File: src/rtl/cba_divider.sv
module cba_divider #(
  parameter int NUM_W = 16,
  parameter int REM_W = 5
) (
  input  logic             clk,
  input  logic             rst,
  input  logic             start,
  input  logic [NUM_W-1:0] dividend,
  output logic             done,
  output logic [NUM_W-1:0] quotient,
  output logic [REM_W-1:0] remainder
);

  // divisor is 2**REM_W: quotient is a shift, remainder a mask; result registered, ready in the cycle after start
  always_ff @(posedge clk) begin
    if (rst) begin
      done <= 1'b0;
    end else begin
      done <= start;
    end
  end

  always_ff @(posedge clk) begin
    if (start) begin
      quotient  <= dividend >> REM_W;
      remainder <= dividend[REM_W-1:0];
    end
  end

endmodule

File: config.mk
export PLATFORM = sky130hd
export DESIGN_NAME = cba_divider
export DESIGN_NICKNAME = d
export VERILOG_FILES = /design/src/rtl/cba_divider.sv
export SDC_FILE = /design/constraint.sdc
export NUM_CORES = 1
export LEC_CHECK = 0
export BUFFER_PORTS_ARGS = -buffer_cell sky130_fd_sc_hd__buf_4
export CELL_PAD_IN_SITES_DETAIL_PLACEMENT = 1
export CELL_PAD_IN_SITES_GLOBAL_PLACEMENT = 1
export CORE_MARGIN = 2
export CORE_UTILIZATION = 31
export DETAILED_ROUTE_END_ITERATION = 6
export PLACE_DENSITY = 0.81
export SLEW_MARGIN = 10
export SYNTH_ARGS = -nofsm -noshare
export SYNTH_HDL_FRONTEND = slang
export SYNTH_SLANG_ARGS = --single-unit
export TNS_END_PERCENT = 5
File: constraint.sdc
create_clock -name clk -period 1.1 [get_ports clk]
set_clock_uncertainty 0.15 [all_clocks]
set_input_delay 0.22 -clock clk [delete_from_list [all_inputs] [get_ports clk]]
set_output_delay 0.22 -clock clk [all_outputs]
set_load 0.02 [all_outputs]
==> results of run 1 <==
per-layer routing:
layer	track usage, %	up-vias	part of all wire, %
li1	-	186	-
met3	3.92	2	4.7
met5	0	-	0
met2	23.1	22	63
met1	9.85	192	32
met4	5.14	0	0.58
path summary, 6_finish.rpt:
path                startpoint           end  slack [ns]  cells past startpoint
hold / removal           start          done        0.14                      2
setup / recovery  remainder[3]  remainder[3]       -0.11                      1
power breakdown:
part | switching, W | total (W) | internal, W
sequential | 0.0000220 | 0.000785 | 0.000763
combinational | 0.000124 | 0.000292 | 0.000168
clock | 0.000177 | 0.000317 | 0.000140
total | 0.000323 | 0.00139 | 0.00107
metrics by stage:
| stage | utilization (%) | hold WS [ns] | setup TNS [ns] |
|---|---|---|---|
| floorplan | - | 0.134 | 0 |
| global placement | 48.4 | 0.241 | 0 |
| detailed placement | 48.4 | 0.242 | 0 |
| CTS | 63.5 | 0.135 | -1.51 |
| global route | 63.7 | 0.134 | -1.97 |
| finish | 63.7 | 0.141 | -1.31 |
flip-flops by register name, indices dropped and copies added, names as in the netlist:
register and flops:
done 1, quotient 11, remainder 5
final cells by class:
cell class	count	share of cell area (%)
flip-flops and latches	17	46.1
well taps	25	2.87
repair buffers	52	45.6
multi-input cells	6	2.99
clock buffers	4	2.41
kinds of logic (layout without fill, tap and decap cells):
logic type / after synthesis / in the layout / synth area share (%)
buf+inv: 5 / 56 / 6.76
other cells: 1 / 5 / 0.675
flops: 17 / 17 / 90.1
simple gates: 1 / 1 / 2.48
what timing repair did:
| item | 4_1_cts | 5_1_grt |
|---|---|---|
| resized for setup | 17 | 1 |
| endpoints found under the hold margin | 17 | 0 |
| hold buffers | 17 | 0 |
| setup endpoints to repair | 17 | 17 |
cells in the final DEF (no fill, tap or decap):
master and count:
edfxtp_1 16, clkbuf_4 3, conb_1 5, dlygate4sd3_1 17
nor2b_4 1, clkbuf_1 1, buf_4 18, buf_6 17
dfxtp_2 1
==> results.json, run 1 <==
{
  "cts.sinks": 17,
  "clk_path_buf_depth": 2,
  "cp_slowest_stage_delay_ns": 0.41,
  "drt-initial-drc-count": 0,
  "postSynthAreaPerCell_um2": 23.1,
  "regArea_um2": 502,
  "multi_input_area_um2": 32.5,
  "port_buffers": 35,
  "ir_worst_vdd_mv": 0.736,
  "final_layout_size_suffix_gt1_share_pct": 50.6,
  "violations": "negative setup slack",
  "grt_start_max_net_pins": 18,
  "numCtsBuffers": 3,
  "placed_area_um2": 827,
  "critPathSlowestCell": "edfxtp_1",
  "core_mm2": 0.00171,
  "nNetsFinal": 99,
  "pin_count": 41,
  "period_share_pct": 110,
  "yosysMostFrequentCell": "edfxtp_1",
  "design_area_mm2": 0.00109,
  "synth_edf_count": 16,
  "power_density_mw_per_mm2": 1280,
  "fin_ws_ns": -0.108,
  "crit_family": "flip-flops",
  "leakage_nw": 0.464,
  "place_congestion": 0.623,
  "async_flop_share_pct": 0,
  "post_cts_buffers": 0,
  "clock-root-buffer": "clkbuf_4",
  "cts.htree.levels": 1,
  "gr-usage-all-layers_pct": 11.5,
  "wl_per_cell_um": 11.6,
  "antenna_left": 0,
  "grt_pass1_vias": 413,
  "max_freq_mhz": 828,
  "yosys.area.top_type": "edfxtp_1",
  "antenna_found_initial": 0,
  "maxSlewViolCount": 0,
  "firstDrtPassIters": 1,
  "drc_errors": 0,
  "drt-total-wl_mm": 1.21,
  "fp.dieH_um": 46.3,
  "yosysWarnings": 0,
  "die_area_mm2": 0.00215,
  "ys_seq_elements": 17,
  "worstPathArrival_ns": 0.84,
  "synth_area_um2": 556,
  "start_util_pct": 32.5,
  "fin_crit_ns": 1.21,
  "dp.cells": 83,
  "num_vias": 402,
  "cp_max_fo": 1,
  "outcome": "finished with violations",
  "worstSetupPathType": "flip-flop to primary output",
  "synth_cells": 24,
  "synthTopCellsByArea": "edfxtp_1 86%, buf_4 6.8%, dfxtp_1 3.6%",
  "finalSetupViolations": 16,
  "required_ns": 0.73,
  "vias_per_cell": 3.87,
  "power_w": 0.00139,
  "grt.overflow.total": 0,
  "synth_cell_type_count": 5,
  "endpoint_kind": "primary output",
  "drv_cap": 0,
  "area_delta_synth_final_pct": 95.9,
  "num_rows": 15,
  "nFillCells": 151,
  "cts_tree": "built",
  "layout.cells.non_filler": 104,
  "cp-start-kind": "flip-flop",
  "pre_cts_ws_ns": 0.193,
  "grt_pass1_wl_mm": 1.64,
  "rsz0062_at_grt": "true",
  "synth_flop_cell": "edfxtp_1",
  "path_cells": "buf_6",
  "cp_num_buf_inv": 1,
  "worstHoldPathType": "primary input to flip-flop",
  "synth_top_area_share_pct": 86.5,
  "seq_area_frac_synth_pct": 90.1,
  "diodes": 0,
  "synthTopCellsByCount": "16 x edfxtp_1, 5 x buf_4, 1 x conb_1, 1 x dfxtp_1, 1 x nor2b_4",
  "die_x_um": 46.3,
  "hold_viol": 0,
  "clk_pin_slew_worst_paths_ns": 0.09
}
No activity file was read; power rests on OpenSTA's default activity.
==> run 2, diff against run 1 <==
--- a/config.mk
+++ b/config.mk
@@ -11,7 +11,7 @@
 export CORE_MARGIN = 2
 export CORE_UTILIZATION = 31
 export DETAILED_ROUTE_END_ITERATION = 6
-export PLACE_DENSITY = 0.81
+export PLACE_DENSITY_LB_ADDON = 0.2
 export SLEW_MARGIN = 10
 export SYNTH_ARGS = -nofsm -noshare
 export SYNTH_HDL_FRONTEND = slang
==> results.json, run 2 (same netlist as run 1, synthesis figures left out) <==
{
  "crit_family": "flip-flops",
  "hold_viol": 0,
  "critPathSlowestCell": "edfxtp_1",
  "clock-root-buffer": "clkbuf_4",
  "required_ns": 0.73,
  "finalSetupViolations": 16,
  "placed_area_um2": 827,
  "fin_ws_ns": -0.108,
  "drt-total-wl_mm": 1.28,
  "leakage_nw": 0.464,
  "core_mm2": 0.00171,
  "pin_count": 41,
  "cp_max_fo": 1,
  "clk_path_buf_depth": 2,
  "area_delta_synth_final_pct": 95.9,
  "grt_pass1_wl_mm": 1.86,
  "die_area_mm2": 0.00215,
  "power_w": 0.00140,
  "nFillCells": 165,
  "met3_usage_pct": 5.88,
  "drv_cap": 0,
  "vias_per_cell": 3.80,
  "firstDrtPassIters": 3,
  "grt_pass1_vias": 432,
  "design_area_mm2": 0.00109,
  "antenna_left": 0,
  "clk_pin_slew_worst_paths_ns": 0.10,
  "use_met1_pct": 13.1,
  "cts.htree.levels": 1,
  "drt-initial-drc-count": 2,
  "regMostFlops": "quotient",
  "cp_num_buf_inv": 1,
  "grt.overflow.total": 0,
  "period_share_pct": 110,
  "post_cts_buffers": 0,
  "outcome": "finished with violations",
  "num_vias": 395,
  "pre_cts_ws_ns": 0.187,
  "min_to": "done",
  "path_cells": "buf_6",
  "layout_commonest_cell": "buf_4",
  "die_x_um": 46.3,
  "port_buffers": 35,
  "multi_input_area_um2": 32.5,
  "place_congestion": 0.663,
  "cp-start-kind": "flip-flop",
  "busiest_layer": "met2",
  "ir_worst_vdd_mv": 0.812,
  "start_util_pct": 32.5,
  "worstHoldPathType": "primary input to flip-flop",
  "worstPathArrival_ns": 0.84,
  "fin_crit_ns": 1.21,
  "nNetsFinal": 99,
  "violations": "negative setup slack",
  "diodes": 0,
  "final_layout_size_suffix_gt1_share_pct": 50.6,
  "cts.sinks": 17,
  "numCtsBuffers": 3,
  "largest_reg_flops": 11,
  "endpoint_kind": "primary output",
  "top_regs": "quotient (11), remainder (5), done (1)",
  "worstSetupPathType": "flip-flop to primary output",
  "cts_tree": "built",
  "num_rows": 15,
  "hold_slack_ns": 0.139,
  "gr-usage-all-layers_pct": 13.4,
  "gr-usage-met2_pct": 23.6,
  "final_cell_mix": "18 x buf_4, 17 x dlygate4sd3_1, 17 x buf_6",
  "drc_errors": 0,
  "rsz0062_at_grt": "true",
  "cp_slowest_stage_delay_ns": 0.41,
  "grt_start_max_net_pins": 18,
  "fp.dieH_um": 46.3,
  "worstHoldPathCells": 2,
  "wl_per_cell_um": 12.3,
  "maxSlewViolCount": 0,
  "max_freq_mhz": 828,
  "regArea_um2": 502,
  "antenna_found_initial": 0,
  "power_density_mw_per_mm2": 1290,
  "min_from": "start"
}
-- run 2: cell counts in the layout (fill, tap and decap cells not counted) --
Identical to the previous run, type by type.
-- run 2: repair_timing --
item | CTS | global route
endpoints found under the hold margin | 17 | 0
gates resized for setup | 17 | 1
gates cloned | 0 | 0
setup endpoints to repair | 17 | 17
hold buffers | 17 | 0
-- run 2: worst max path at each step --
stage / start / to / slack [ns] / depth (start not counted)
2_1_floorplan: quotient[0] / quotient[0] / 0.28 / 0
3_3_place_gp: start / remainder[0] / 0.20 / 1
3_5_place_dp: start / quotient[8] / 0.19 / 1
4_1_cts: quotient[1] / quotient[1] / -0.12 / 1
5_1_grt: quotient[3] / quotient[3] / -0.15 / 1
6_report: remainder[0] / remainder[0] / -0.11 / 1
-- run 2: power breakdown --
group | total (W) | internal (W) | switching [W]
logic | 0.000293 | 0.000168 | 0.000125
clock network | 0.000321 | 0.000141 | 0.000180
registers | 0.000787 | 0.000763 | 0.0000237
-- run 2: layout make-up --
| type | instances | share of cell area (%) |
|---|---|---|
| clock buffer | 4 | 2.41 |
| tap | 25 | 2.87 |
| timing repair buffer | 52 | 45.6 |
| multi-input combinational | 6 | 2.99 |
| sequential | 17 | 46.1 |
-- run 2: metrics by stage --
stage                     instances  utilization [%]  setup TNS [ns]
after floorplan                  28                -               0
after global placement           83             48.4               0
after detailed placement         83             48.4               0
after CTS                       104             63.5           -1.69
after global routing            104             63.7           -2.06
final                           104             63.7           -1.44
-- run 2: metal layers --
layer	routed length (µm)	vias to the layer above	share of wire (%)
met5	0	-	0
met4	0	0	0
met3	127	0	9.9
met2	741	27	58
met1	413	181	32
li1	-	187	-
